File: src/sv/pns_pkg.sv
// Package for the polyline normal block: shared constants, command and status types.
// No dependencies; used by pns_ctrl, pns_datapath and polyline_normal_smoothing.
`default_nettype none
package pns_pkg;

  localparam int MAX_POINTS_DEF = 1024;
  localparam int COORD_BITS_DEF = 16;

  // Port and internal widths
  localparam int IN_W   = 16;   // coordinate port width
  localparam int CW     = 17;   // internal coordinate width (sign or zero extended)
  localparam int DW     = 18;   // difference width
  localparam int SQ_W   = 36;   // one square
  localparam int S_W    = 37;   // sum of squares
  localparam int X_W    = 54;   // sqrt radicand (s << 16), rounded to an even bit count
  localparam int SQ_STEPS = 27; // one result bit per step
  localparam int R_W    = 27;   // sqrt result width
  localparam int Q_W    = 16;   // quotient bits computed per lane
  localparam int REM_W  = 43;   // remainder and shifted divisor width
  localparam int IDX_W  = 10;   // point_index port width
  localparam int OUT_W  = 16;
  localparam logic [Q_W-1:0] NORM_ONE = 16'd16384;

  // Commands from the controller to the datapath
  typedef struct packed {
    logic load;      // take an input word
    logic sel_b;     // work on the end point result
    logic mul;       // square the differences
    logic sq_init;   // form the radicand
    logic sq_step;   // one square root step
    logic div_init;  // load the dividers
    logic div_step;  // one quotient bit per lane
    logic write;     // load the output register
  } cmd_t;

  // Status from the datapath to the controller
  typedef struct packed {
    logic has_a;     // the word makes a first result
    logic has_b;     // the word makes a second result
    logic zero;      // sum of squares is zero
    logic sq_done;   // last square root step
    logic div_done;  // last quotient bit
    logic out_free;  // output register can take a word
  } sts_t;

endpackage
`default_nettype wire

File: src/sv/polyline_normal_smoothing.sv
// Polyline vertex normals: one result per point, one point late, two on end of line.
// Steps per word: start, then for each result square, radicand, 27 root steps, divider
// load, 16 divide steps and output load; a word with no result ends after start.
// No new word is taken until every result of a word is written; a zero-length result
// skips the root and divide steps, and a stalled output register holds the write.
// Reset (rst, synchronous) clears history, count and output valid. Uses pns_ctrl, pns_datapath.
`default_nettype none
module polyline_normal_smoothing #(
  parameter int MAX_POINTS = pns_pkg::MAX_POINTS_DEF,
  parameter int COORD_BITS = pns_pkg::COORD_BITS_DEF
) (
  input  wire logic                              clk,
  input  wire logic                              rst,
  input  wire logic                              in_valid,
  output logic                                   in_stall,
  input  wire logic signed [pns_pkg::IN_W-1:0]   coord_y,
  input  wire logic signed [pns_pkg::IN_W-1:0]   coord_z,
  input  wire logic                              end_of_line,
  output logic                                   out_valid,
  input  wire logic                              out_stall,
  output logic signed [pns_pkg::OUT_W-1:0]       normal_y,
  output logic signed [pns_pkg::OUT_W-1:0]       normal_z,
  output logic        [pns_pkg::IDX_W-1:0]       point_index,
  output logic                                   degenerate,
  output logic                                   run_last
);

  pns_pkg::cmd_t cmd;
  pns_pkg::sts_t sts;

  pns_ctrl u_ctrl (
    .clk      (clk),
    .rst      (rst),
    .in_valid (in_valid),
    .in_stall (in_stall),
    .sts      (sts),
    .cmd      (cmd)
  );

  pns_datapath #(
    .MAX_POINTS (MAX_POINTS),
    .COORD_BITS (COORD_BITS)
  ) u_dp (
    .clk         (clk),
    .rst         (rst),
    .coord_y     (coord_y),
    .coord_z     (coord_z),
    .end_of_line (end_of_line),
    .cmd         (cmd),
    .sts         (sts),
    .out_valid   (out_valid),
    .out_stall   (out_stall),
    .normal_y    (normal_y),
    .normal_z    (normal_z),
    .point_index (point_index),
    .degenerate  (degenerate),
    .run_last    (run_last)
  );

endmodule
`default_nettype wire

File: src/sv/pns_ctrl.sv
// Controller state machine for the polyline normal block.
// Depends on pns_pkg for cmd_t and sts_t.
`default_nettype none
module pns_ctrl (
  input  wire logic          clk,
  input  wire logic          rst,
  input  wire logic          in_valid,
  output logic               in_stall,
  input  pns_pkg::sts_t      sts,
  output pns_pkg::cmd_t      cmd
);

  typedef enum logic [7:0] {
    S_IDLE  = 8'b0000_0001,
    S_START = 8'b0000_0010,
    S_MUL   = 8'b0000_0100,
    S_SQI   = 8'b0000_1000,
    S_SQRT  = 8'b0001_0000,
    S_DVI   = 8'b0010_0000,
    S_DIV   = 8'b0100_0000,
    S_WRITE = 8'b1000_0000
  } state_t;

  state_t state, state_next;
  logic   job_b, job_b_next;

  assign in_stall = (state != S_IDLE);

  // Sequence the work of one input word
  always_comb begin
    state_next = state;
    job_b_next = job_b;
    cmd        = '0;
    cmd.sel_b  = job_b;
    case (state)
      S_IDLE: begin
        if (in_valid) begin
          cmd.load   = 1'b1;
          state_next = S_START;
        end
      end
      S_START: begin
        job_b_next = 1'b0;
        state_next = sts.has_a ? S_MUL : S_IDLE;
      end
      S_MUL: begin
        cmd.mul    = 1'b1;
        state_next = S_SQI;
      end
      S_SQI: begin
        cmd.sq_init = 1'b1;
        state_next  = sts.zero ? S_WRITE : S_SQRT;
      end
      S_SQRT: begin
        cmd.sq_step = 1'b1;
        if (sts.sq_done) state_next = S_DVI;
      end
      S_DVI: begin
        cmd.div_init = 1'b1;
        state_next   = S_DIV;
      end
      S_DIV: begin
        cmd.div_step = 1'b1;
        if (sts.div_done) state_next = S_WRITE;
      end
      S_WRITE: begin
        if (sts.out_free) begin
          cmd.write = 1'b1;
          if (!job_b && sts.has_b) begin
            job_b_next = 1'b1;
            state_next = S_MUL;
          end else begin
            state_next = S_IDLE;
          end
        end
      end
      default: state_next = S_IDLE;
    endcase
  end

  // Advance state
  always_ff @(posedge clk) begin
    if (rst) begin
      state <= S_IDLE;
      job_b <= 1'b0;
    end else begin
      state <= state_next;
      job_b <= job_b_next;
    end
  end

  a_load_start: assert property (@(posedge clk) disable iff (rst)
    cmd.load |=> state == S_START)
    else $error("load not followed by start");
  a_write_free: assert property (@(posedge clk) disable iff (rst)
    cmd.write |-> sts.out_free)
    else $error("output written while occupied");
  a_second_eol: assert property (@(posedge clk) disable iff (rst)
    (cmd.write && job_b) |=> state == S_IDLE)
    else $error("end point result not last");

endmodule
`default_nettype wire

File: src/sv/pns_datapath.sv
// Datapath for the polyline normal block: point history, squares, square root,
// two dividers and the output register. Depends on pns_pkg.
`default_nettype none
module pns_datapath #(
  parameter int MAX_POINTS = pns_pkg::MAX_POINTS_DEF,
  parameter int COORD_BITS = pns_pkg::COORD_BITS_DEF
) (
  input  wire logic                              clk,
  input  wire logic                              rst,
  input  wire logic signed [pns_pkg::IN_W-1:0]   coord_y,
  input  wire logic signed [pns_pkg::IN_W-1:0]   coord_z,
  input  wire logic                              end_of_line,
  input  pns_pkg::cmd_t                          cmd,
  output pns_pkg::sts_t                          sts,
  output logic                                   out_valid,
  input  wire logic                              out_stall,
  output logic signed [pns_pkg::OUT_W-1:0]       normal_y,
  output logic signed [pns_pkg::OUT_W-1:0]       normal_z,
  output logic        [pns_pkg::IDX_W-1:0]       point_index,
  output logic                                   degenerate,
  output logic                                   run_last
);

  localparam int CW    = pns_pkg::CW;
  localparam int DW    = pns_pkg::DW;
  localparam int CNT_W = $clog2(MAX_POINTS);
  localparam int SB    = (COORD_BITS <= pns_pkg::IN_W) ? COORD_BITS - 1 : pns_pkg::IN_W - 1;
  localparam logic [CNT_W-1:0] CNT_MAX = CNT_W'(MAX_POINTS - 1);
  localparam int SQC_W = $clog2(pns_pkg::SQ_STEPS);
  localparam int DVC_W = $clog2(pns_pkg::Q_W);

  // Extend the coordinates as the configured width reads them
  logic [CW-1:0] yz, zz, ey, ez;
  always_comb begin
    yz = {1'b0, coord_y};
    zz = {1'b0, coord_z};
    for (int i = 0; i < CW; i++) begin
      if (i < COORD_BITS) begin
        ey[i] = yz[i];
        ez[i] = zz[i];
      end else begin
        ey[i] = (COORD_BITS <= pns_pkg::IN_W) ? yz[SB] : 1'b0;
        ez[i] = (COORD_BITS <= pns_pkg::IN_W) ? zz[SB] : 1'b0;
      end
    end
  end

  // Point history and count
  logic signed [CW-1:0] prev_y, prev_z, prev2_y, prev2_z;
  logic [CNT_W-1:0]     point_count;
  logic signed [DW-1:0] d0y, d0z, d1y, d1z;
  logic [CNT_W-1:0]     idx_a, idx_b;
  logic                 last_a, has_a, has_b;

  logic n0, n1;
  logic signed [DW-1:0] dpy, dpz, dqy, dqz;
  assign n0  = (point_count == '0);
  assign n1  = (point_count == CNT_W'(1));
  assign dpy = DW'($signed(ey)) - DW'(prev_y);
  assign dpz = DW'($signed(ez)) - DW'(prev_z);
  assign dqy = DW'($signed(ey)) - DW'(prev2_y);
  assign dqz = DW'($signed(ez)) - DW'(prev2_z);

  always_ff @(posedge clk) begin
    if (rst) begin
      prev_y <= '0; prev_z <= '0; prev2_y <= '0; prev2_z <= '0;
      point_count <= '0;
      has_a <= 1'b0;
      has_b <= 1'b0;
    end else if (cmd.load) begin
      d0y    <= n0 ? '0 : (n1 ? dpy : dqy);
      d0z    <= n0 ? '0 : (n1 ? dpz : dqz);
      d1y    <= dpy;
      d1z    <= dpz;
      idx_a  <= n0 ? '0 : point_count - CNT_W'(1);
      idx_b  <= point_count;
      last_a <= n0 | ~end_of_line;
      has_a  <= ~n0 | end_of_line;
      has_b  <= ~n0 & end_of_line;
      prev2_y <= prev_y;
      prev2_z <= prev_z;
      prev_y  <= $signed(ey);
      prev_z  <= $signed(ez);
      if (end_of_line) point_count <= '0;
      else if (point_count < CNT_MAX) point_count <= point_count + CNT_W'(1);
    end
  end

  // Square the selected differences
  logic signed [DW-1:0] wy, wz, my, mz;
  logic [CNT_W-1:0]     idx_w;
  logic                 last_w;
  logic [pns_pkg::SQ_W-1:0] sqy, sqz;
  logic signed [pns_pkg::SQ_W-1:0] py, pz;
  assign my = cmd.sel_b ? d1y : d0y;
  assign mz = cmd.sel_b ? d1z : d0z;
  assign py = my * my;
  assign pz = mz * mz;

  always_ff @(posedge clk) begin
    if (cmd.mul) begin
      wy     <= my;
      wz     <= mz;
      idx_w  <= cmd.sel_b ? idx_b : idx_a;
      last_w <= cmd.sel_b ? 1'b1 : last_a;
      sqy    <= py;
      sqz    <= pz;
    end
  end

  // Square root, one result bit per step
  logic [pns_pkg::S_W-1:0] s_sum;
  logic [pns_pkg::X_W-1:0] sq_x, sq_res, sq_bit, sq_try;
  logic [SQC_W-1:0]        sq_cnt;
  logic                    deg;
  assign s_sum  = {1'b0, sqy} + {1'b0, sqz};
  assign sq_try = sq_res + sq_bit;

  always_ff @(posedge clk) begin
    if (cmd.sq_init) begin
      sq_x   <= pns_pkg::X_W'({s_sum, 16'b0});
      sq_res <= '0;
      sq_bit <= pns_pkg::X_W'(1) << (2 * (pns_pkg::SQ_STEPS - 1));
      sq_cnt <= SQC_W'(pns_pkg::SQ_STEPS - 1);
      deg    <= (s_sum == '0);
    end else if (cmd.sq_step) begin
      if (sq_x >= sq_try) begin
        sq_x   <= sq_x - sq_try;
        sq_res <= (sq_res >> 1) + sq_bit;
      end else begin
        sq_res <= sq_res >> 1;
      end
      sq_bit <= sq_bit >> 2;
      sq_cnt <= sq_cnt - SQC_W'(1);
    end
  end

  // Two restoring dividers share the root as divisor
  logic [pns_pkg::R_W-1:0]   root;
  logic [DW-1:0]             mag_y, mag_z;
  logic [pns_pkg::REM_W-1:0] rem_y, rem_z, dsr;
  logic [pns_pkg::Q_W-1:0]   q_y, q_z;
  logic                      sat_y, sat_z, neg_y, neg_z;
  logic [DVC_W-1:0]          dv_cnt;
  assign root  = sq_res[pns_pkg::R_W-1:0];
  assign mag_y = wz[DW-1] ? DW'(-wz) : DW'(wz);
  assign mag_z = wy[DW-1] ? DW'(-wy) : DW'(wy);

  always_ff @(posedge clk) begin
    if (cmd.div_init) begin
      sat_y  <= pns_pkg::REM_W'({mag_y, 6'b0}) >= pns_pkg::REM_W'(root);
      sat_z  <= pns_pkg::REM_W'({mag_z, 6'b0}) >= pns_pkg::REM_W'(root);
      rem_y  <= pns_pkg::REM_W'({mag_y, 22'b0});
      rem_z  <= pns_pkg::REM_W'({mag_z, 22'b0});
      dsr    <= pns_pkg::REM_W'({root, 15'b0});
      q_y    <= '0;
      q_z    <= '0;
      neg_y  <= ~wz[DW-1];
      neg_z  <= wy[DW-1];
      dv_cnt <= DVC_W'(pns_pkg::Q_W - 1);
    end else if (cmd.div_step) begin
      if (rem_y >= dsr) begin
        rem_y <= rem_y - dsr;
        q_y   <= {q_y[pns_pkg::Q_W-2:0], 1'b1};
      end else begin
        q_y   <= {q_y[pns_pkg::Q_W-2:0], 1'b0};
      end
      if (rem_z >= dsr) begin
        rem_z <= rem_z - dsr;
        q_z   <= {q_z[pns_pkg::Q_W-2:0], 1'b1};
      end else begin
        q_z   <= {q_z[pns_pkg::Q_W-2:0], 1'b0};
      end
      dsr    <= dsr >> 1;
      dv_cnt <= dv_cnt - DVC_W'(1);
    end
  end

  // Saturate, apply the sign, drop to zero when degenerate
  logic [pns_pkg::Q_W-1:0] cy, cz, ny, nz;
  logic [CNT_W+pns_pkg::IDX_W-1:0] idx_ext;
  assign cy = (sat_y || q_y > pns_pkg::NORM_ONE) ? pns_pkg::NORM_ONE : q_y;
  assign cz = (sat_z || q_z > pns_pkg::NORM_ONE) ? pns_pkg::NORM_ONE : q_z;
  assign ny = deg ? '0 : (neg_y ? -cy : cy);
  assign nz = deg ? '0 : (neg_z ? -cz : cz);
  assign idx_ext = {{pns_pkg::IDX_W{1'b0}}, idx_w};

  // Output register
  always_ff @(posedge clk) begin
    if (rst) begin
      out_valid <= 1'b0;
    end else if (cmd.write) begin
      out_valid <= 1'b1;
    end else if (!out_stall) begin
      out_valid <= 1'b0;
    end
  end

  always_ff @(posedge clk) begin
    if (cmd.write) begin
      normal_y    <= $signed(ny);
      normal_z    <= $signed(nz);
      point_index <= idx_ext[pns_pkg::IDX_W-1:0];
      degenerate  <= deg;
      run_last    <= last_w;
    end
  end

  always_comb begin
    sts          = '0;
    sts.has_a    = has_a;
    sts.has_b    = has_b;
    sts.zero     = (s_sum == '0);
    sts.sq_done  = (sq_cnt == '0);
    sts.div_done = (dv_cnt == '0);
    sts.out_free = ~out_valid | ~out_stall;
  end

  a_root_nonzero: assert property (@(posedge clk) disable iff (rst)
    (cmd.div_init && !deg) |-> root != '0)
    else $error("zero divisor");
  a_deg_zero: assert property (@(posedge clk) disable iff (rst)
    (cmd.write && deg) |=> (normal_y == '0 && normal_z == '0))
    else $error("degenerate normal not zero");
  a_second_has_first: assert property (@(posedge clk) disable iff (rst)
    has_b |-> has_a)
    else $error("second result without first");

endmodule
`default_nettype wire

File: config.mk
export PLATFORM = sky130hd
export DESIGN_NAME = polyline_normal_smoothing
export DESIGN_NICKNAME = d
export VERILOG_FILES = /design/src/sv/pns_pkg.sv /design/src/sv/polyline_normal_smoothing.sv /design/src/sv/pns_ctrl.sv /design/src/sv/pns_datapath.sv
export SDC_FILE = /design/constraint.sdc
export NUM_CORES = 2
export LEC_CHECK = 0
export BUFFER_PORTS_ARGS = -buffer_cell sky130_fd_sc_hd__buf_2
export CAP_MARGIN = 40
export CORE_MARGIN = 2
export CORE_UTILIZATION = 38
export DETAILED_ROUTE_END_ITERATION = 8
export GPL_TIMING_DRIVEN = 0
export PLACE_DENSITY_LB_ADDON = 0.1
export SLEW_MARGIN = 5
export SYNTH_ARGS = -nofsm -noshare
export SYNTH_HDL_FRONTEND = slang
export SYNTH_SLANG_ARGS = --single-unit
export TNS_END_PERCENT = 20
File: constraint.sdc
create_clock -name clk -period 9.22 [get_ports clk]
set_input_delay 0.461 -clock clk [delete_from_list [all_inputs] [get_ports clk]]
set_output_delay 0.461 -clock clk [all_outputs]
set_load 0.05 [all_outputs]
Word-level counts from Yosys, hierarchy flattened
Cells that the tools add are included.
Widths: inputs -> output; s select.
Cells by class
  add/sub/neg operators: 18
  $mul: 2
  order comparisons: 8
  eq/ne operators: 16
  multiplexer cells: 49
  bitwise logic cells: 10
  reduce and logical (&&, ||, !) cells: 25
Operators with widths (count)
  $mux 40: 6
  $mux 53: 3
  $mux 18: 6
  $ge 43x42->1: 2
  $sub 43x42->43: 2
  $mux 42: 2
  $mul 18x18->36: 2
  $sub 16x16->17: 4
  $mux 16: 4
  $pmux 8 s8: 1
  $add 53x53->54: 1
  $add 54x53->54: 1
  $ge 24x27->1: 2
  $ge 54x54->1: 1
  $mux 54: 1
  $sub 54x54->54: 1
  $mux 8: 5
  $add 36x36->37: 1
  $logic_not 37->1: 1
  $neg 18->18: 2
  $gt 16x15->1 const B: 2
  $neg 16->16: 2
  $mux 10: 3
  $reduce_and 2->1: 8
  32 further kinds: 65
Storage, ports and cells
  flip-flop bits (word level): 651
  input bits: 37
  output and inout bits: 46
  word-level logic and storage cells: 175

Longest topological paths before layout
  depth after elaboration: 5
  depth in mapped cells: 32
  gate-level depth less buffers: 29

Modules after synthesis
From an unflattened synthesis, not the netlist that was laid out.
Unflattened totals
  cell total of the unflattened synthesis: 6813
  area, all modules: 62149.6 um^2
Modules (own cells, without submodules)
  pns_datapath: times used 1, cells an instance 6747, area an instance 61586.6 um^2, seq. area each 16165.5 um^2
  pns_ctrl: times used 1, cells an instance 66, area an instance 563.0 um^2, seq. area each 180.2 um^2

Least setup slack after synthesis
No wires, ideal clock.
  path kind: flip-flop to flip-flop
  start: register u_ctrl.state[7]
  end: register u_dp.d0y[0], enable pin
  setup time: 0.666 ns
  data arrival time: 7.946 ns
  required time: 8.554 ns
  slack: 0.608 ns
  stages on the path, launching flop included: 6
  path buffers: 0
  clock period less this slack: 8.612 ns
  path through: dfxtp_1 -> nor2_1 -> nand2_1 -> nor3_1 -> nand3b_1 -> nor3b_1
Between the ends
  word-level cells in the longest chain between the ends: 3
Ends and longest elaborated chain
  start, declared: line pns_ctrl.sv:24  | state_t state, state_next;
  start signal, assigned: line pns_ctrl.sv:87  | state <= state_next;
  $eq 8x1->1: line pns_ctrl.sv:35  | case (state)
  $mux 1: line pns_ctrl.sv:35
  $reduce_and 2->1 (no source line)
  end signal, assigned: line pns_datapath.sv:71  | d0y <= n0 ? '0 : (n1 ? dpy : dqy);
  end, declared: line pns_datapath.sv:51  | logic signed [DW-1:0] d0y, d0z, d1y, d1z;
Every way passes these cells.
A chain may end at the register's enable or synchronous reset.

Worst setup path in the final report
  start: register u_ctrl.job_b
  end: register u_dp.sqz[35] in the netlist's numbering, data pin
Between the ends
  word-level cells in the longest chain between the ends: 2
Ends and longest elaborated chain
  start, declared: line pns_ctrl.sv:25  | logic job_b, job_b_next;
  start signal, assigned: line pns_ctrl.sv:88  | job_b <= job_b_next;
  $mux 18: line pns_datapath.sv:96  | assign mz = cmd.sel_b ? d1z : d0z;
  $mul 18x18->36: line pns_datapath.sv:98  | assign pz = mz * mz;
  via u_dp.pz (one bit): line pns_datapath.sv:94  | logic signed [pns_pkg::SQ_W-1:0] py, pz;
  end signal, assigned: line pns_datapath.sv:107  | sqz <= pz;
  end, declared: line pns_datapath.sv:93  | logic [pns_pkg::SQ_W-1:0] sqy, sqz;
The timed path passes the listed nets, and every way through them passes these cells.

==> flow_metrics.tcl <==
set metrics [dict create \
    drt_wl_total_um 183000 \
    drt_iter0_drc 2985 \
    htreeDepth 3 \
    critPathMaxStageDelay_ns 0.60 \
    status "finished clean" \
    layout_common_cells "1,011 x inv_1, 816 x nand2_1, 567 x fa_1, 544 x ha_1" \
    clkLatencyLatePin_ns 0.71 \
    end_kind "flip-flop" \
    via_count 48000 \
    synth_edf_count 351 \
    grt_pass1_wl_um 284000 \
    route.detailed.drc 0 \
    ys.flop_type "edfxtp_1" \
    cts.sinks 641 \
    met3_length_um 7530 \
    num-fill-cells 16100 \
    vias_per_cell 5.21 \
    crit_fanout 10 \
    first_global_vias 48300 \
    grt_usage 0.225 \
    period_needed_ns 8.74 \
    maxSlewViolCount 0 \
    async_reset_ff_frac 0 \
    synth_area_per_cell_um2 8.97 \
    p_leak_nw 29.8 \
    yosysUniqueCellTypes 94 \
    fp.dieW_um 405 \
    cp_slowest_cell "mux2i_1" \
    top_layer_used "met5" \
    numCtsBuffers 81 \
    ys_warn_count 0 \
    io_pins 83 \
    nets 8193 \
    p_per_area_nw_per_um2 344 \
    route.met2.wl_um 87200 \
    dp_cells 9038 \
    die_area_um2 164000 \
    maxCapViolations 0 \
    num_rows 147 \
    post_drt_wl_per_cell_um 19.9 \
    hold_viol 0 \
    syn2layout_area_growth_pct 11.1 \
    grt_max_degree 86 \
    cpMostUsedCell "fa_1" \
    slew_headroom 0.383 \
    start_util 0.381 \
    cts_buffer_depth 3 \
    ys_seq_area_frac 0.268 \
    crit_arrival_ns 9.16 \
    hpwl_um 150000 \
    setup_viol 0 \
    layout.cells.non_filler 9200 \
    antenna_found_initial 5 \
    worstMarginPinSlew_ns 0.925 \
    ant_nets 0 \
    chipHeight_um 405 \
    ys_seq_elements 641 \
    final_util 0.424 \
    drive_above_1_share 0.0588 \
    gp_congestion 0.895 \
    syn_inst 6798 \
    min_path_type "primary input to flip-flop" \
    ir_drop_mv 0.521 \
    cts_root_buffer "clkbuf_16" \
    grt_overflow 0 \
    rsz0062_at_grt "false" \
    period_share 0.948 \
    final_common_cell "inv_1" \
    critPathKind "flip-flop to flip-flop" \
    path_clk_slew_ns 0.06 \
    met1_length_um 83900 \
    max_freq_ghz 0.114 \
    cts_tree "done" \
    coreArea_um2 160000 \
    required_ns 9.64 \
    drt-pass1-iter-count 6 \
    place.port_buffers 81 \
    worst_setup_path_start_kind "flip-flop" \
    skew_ns 0.0633 \
    syn_area_um2 61000 \
]
-- critical path: cells and delay by family, from the launching register on --
kind	cells	cell delay (ns)
adders and majority gates	7	3.45
AOI/OAI and AO/OA	8	2.03
buffers and inverters	9	1.44
muxes	1	0.60
and+or+nand+nor	2	0.51
DFF	1	0.33
xor gates and xnor gates	1	0.11
-- report_power, final --
part | internal [mW] | switching [mW] | leakage (nW)
logic | 6.56 | 9.50 | 23.0
registers | 3.94 | 0.0490 | 5.49
clock network | 1.88 | 1.39 | 1.31
total | 12.4 | 10.9 | 29.8
-- path summary, 6_finish.rpt --
check	endpoint	cells past startpoint	slack [ns]	startpoint
worst min register to register	u_dp.point_index[6]$_DFFE_PP_	0	0.42	u_dp.idx_w[6]$_DFFE_PP_
worst max register to register	u_dp.sqz[35]$_DFFE_PP_	28	0.48	u_ctrl.job_b$_SDFFE_PP0P_
worst min-delay path	u_dp.prev_z[7]$_SDFFE_PP0P_	3	0.06	coord_z[7]
worst max-delay path	u_dp.sqz[35]$_DFFE_PP_	28	0.48	u_ctrl.job_b$_SDFFE_PP0P_
-- logic make-up (layout without fill, tap and decap cells) --
kind of cell / count (synthesis) / count (layout) / synth area share
buffers and inverters: 1239 / 1552 / 0.0767
and+or+nand+nor: 1847 / 1847 / 0.135
xor gates and xnor gates: 420 / 420 / 0.0603
muxes: 57 / 57 / 0.00960
AOI/OAI and AO/OA: 1481 / 1481 / 0.152
other: 1 / 4 / 0.0000615
DFF: 641 / 641 / 0.268
adders and majority gates: 1112 / 1112 / 0.298
-- metrics by stage --
stage / cell area [um^2] / power (mW) / setup WS, ns / hold WS, ns / TNS [ns]
after floorplan: 61000 / 15.7 / 0.608 / 0.400 / 0
after global placement: 64000 / 20.1 / -2.21 / 0.404 / -225.00
after detailed placement: 64900 / 20.3 / -0.777 / 0.406 / -2.93
after CTS: 67700 / 23.7 / 0.0318 / 0.000307 / 0
after global routing: 67800 / 25.7 / 0.0127 / 0.0212 / 0
final: 67800 / 23.3 / 0.481 / 0.0568 / 0
-- routing by layer --
| layer | global-route usage | vias up |
|---|---|---|
| met1 | 0.305 | 23400 |
| met3 | 0.0281 | 216 |
| met5 | 0 | - |
| li1 | - | 23400 |
| met2 | 0.380 | 992 |
| met4 | 0.0522 | 2 |
-- final cells by class --
| cell class | count | area [um^2] | share of cell area |
|---|---|---|---|
| Sequential cell | 641 | 16300 | 0.241 |
| Multi-Input combinational cell | 4919 | 40100 | 0.591 |
| Clock inverter | 52 | 542 | 0.00799 |
| Buffer | 218 | 873 | 0.0129 |
| Tap cell | 2086 | 2610 | 0.0385 |
| Timing Repair Buffer | 162 | 1310 | 0.0193 |
| Inverter | 1021 | 3850 | 0.0568 |
| Clock buffer | 99 | 2160 | 0.0318 |
| Antenna cell | 2 | 5.00 | 0.0000738 |
-- what timing repair did --
item	4_1_cts	5_1_grt
hold buffers	6	0
hold endpoints to repair	6	0
buffers inserted	0	3
endpoints found under the setup margin	8	7
gates cloned	0	0
resized for setup	22	26
-- state kept, by name, summed over array words and instances, names as in the netlist, 17 cells and up --
| register | flops |
|---|---|
| u_dp.sq_bit | 27 |
| u_dp.sqz | 35 |
| u_dp.dsr | 42 |
| u_dp.rem_y | 43 |
| u_dp.sqy | 35 |
| u_dp.sq_x | 54 |
| u_dp.d1z | 17 |
| u_dp.d0y | 17 |
| u_dp.d1y | 17 |
| u_dp.d0z | 17 |
| u_dp.rem_z | 43 |
| u_dp.sq_res | 54 |
-- synth_stat cells (67+ instances only) --
library cell  number  share of area
clkbuf_1         176          0.011
o21ai_0          340          0.028
nor3_1            83         0.0068
a21oi_1          455          0.037
xor2_1           155          0.022
fa_1             567           0.19
nand3_1          144          0.012
a31oi_1           72         0.0074
a21o_1           173          0.021
a211oi_1          67         0.0082
inv_1           1014          0.062
xnor2_1          265          0.038
dfxtp_1          290          0.095
nand2_1          817          0.050
edfxtp_1         351           0.17
nor2_1           454          0.028
ha_1             545           0.11
Power figures use the tool's default switching activity.
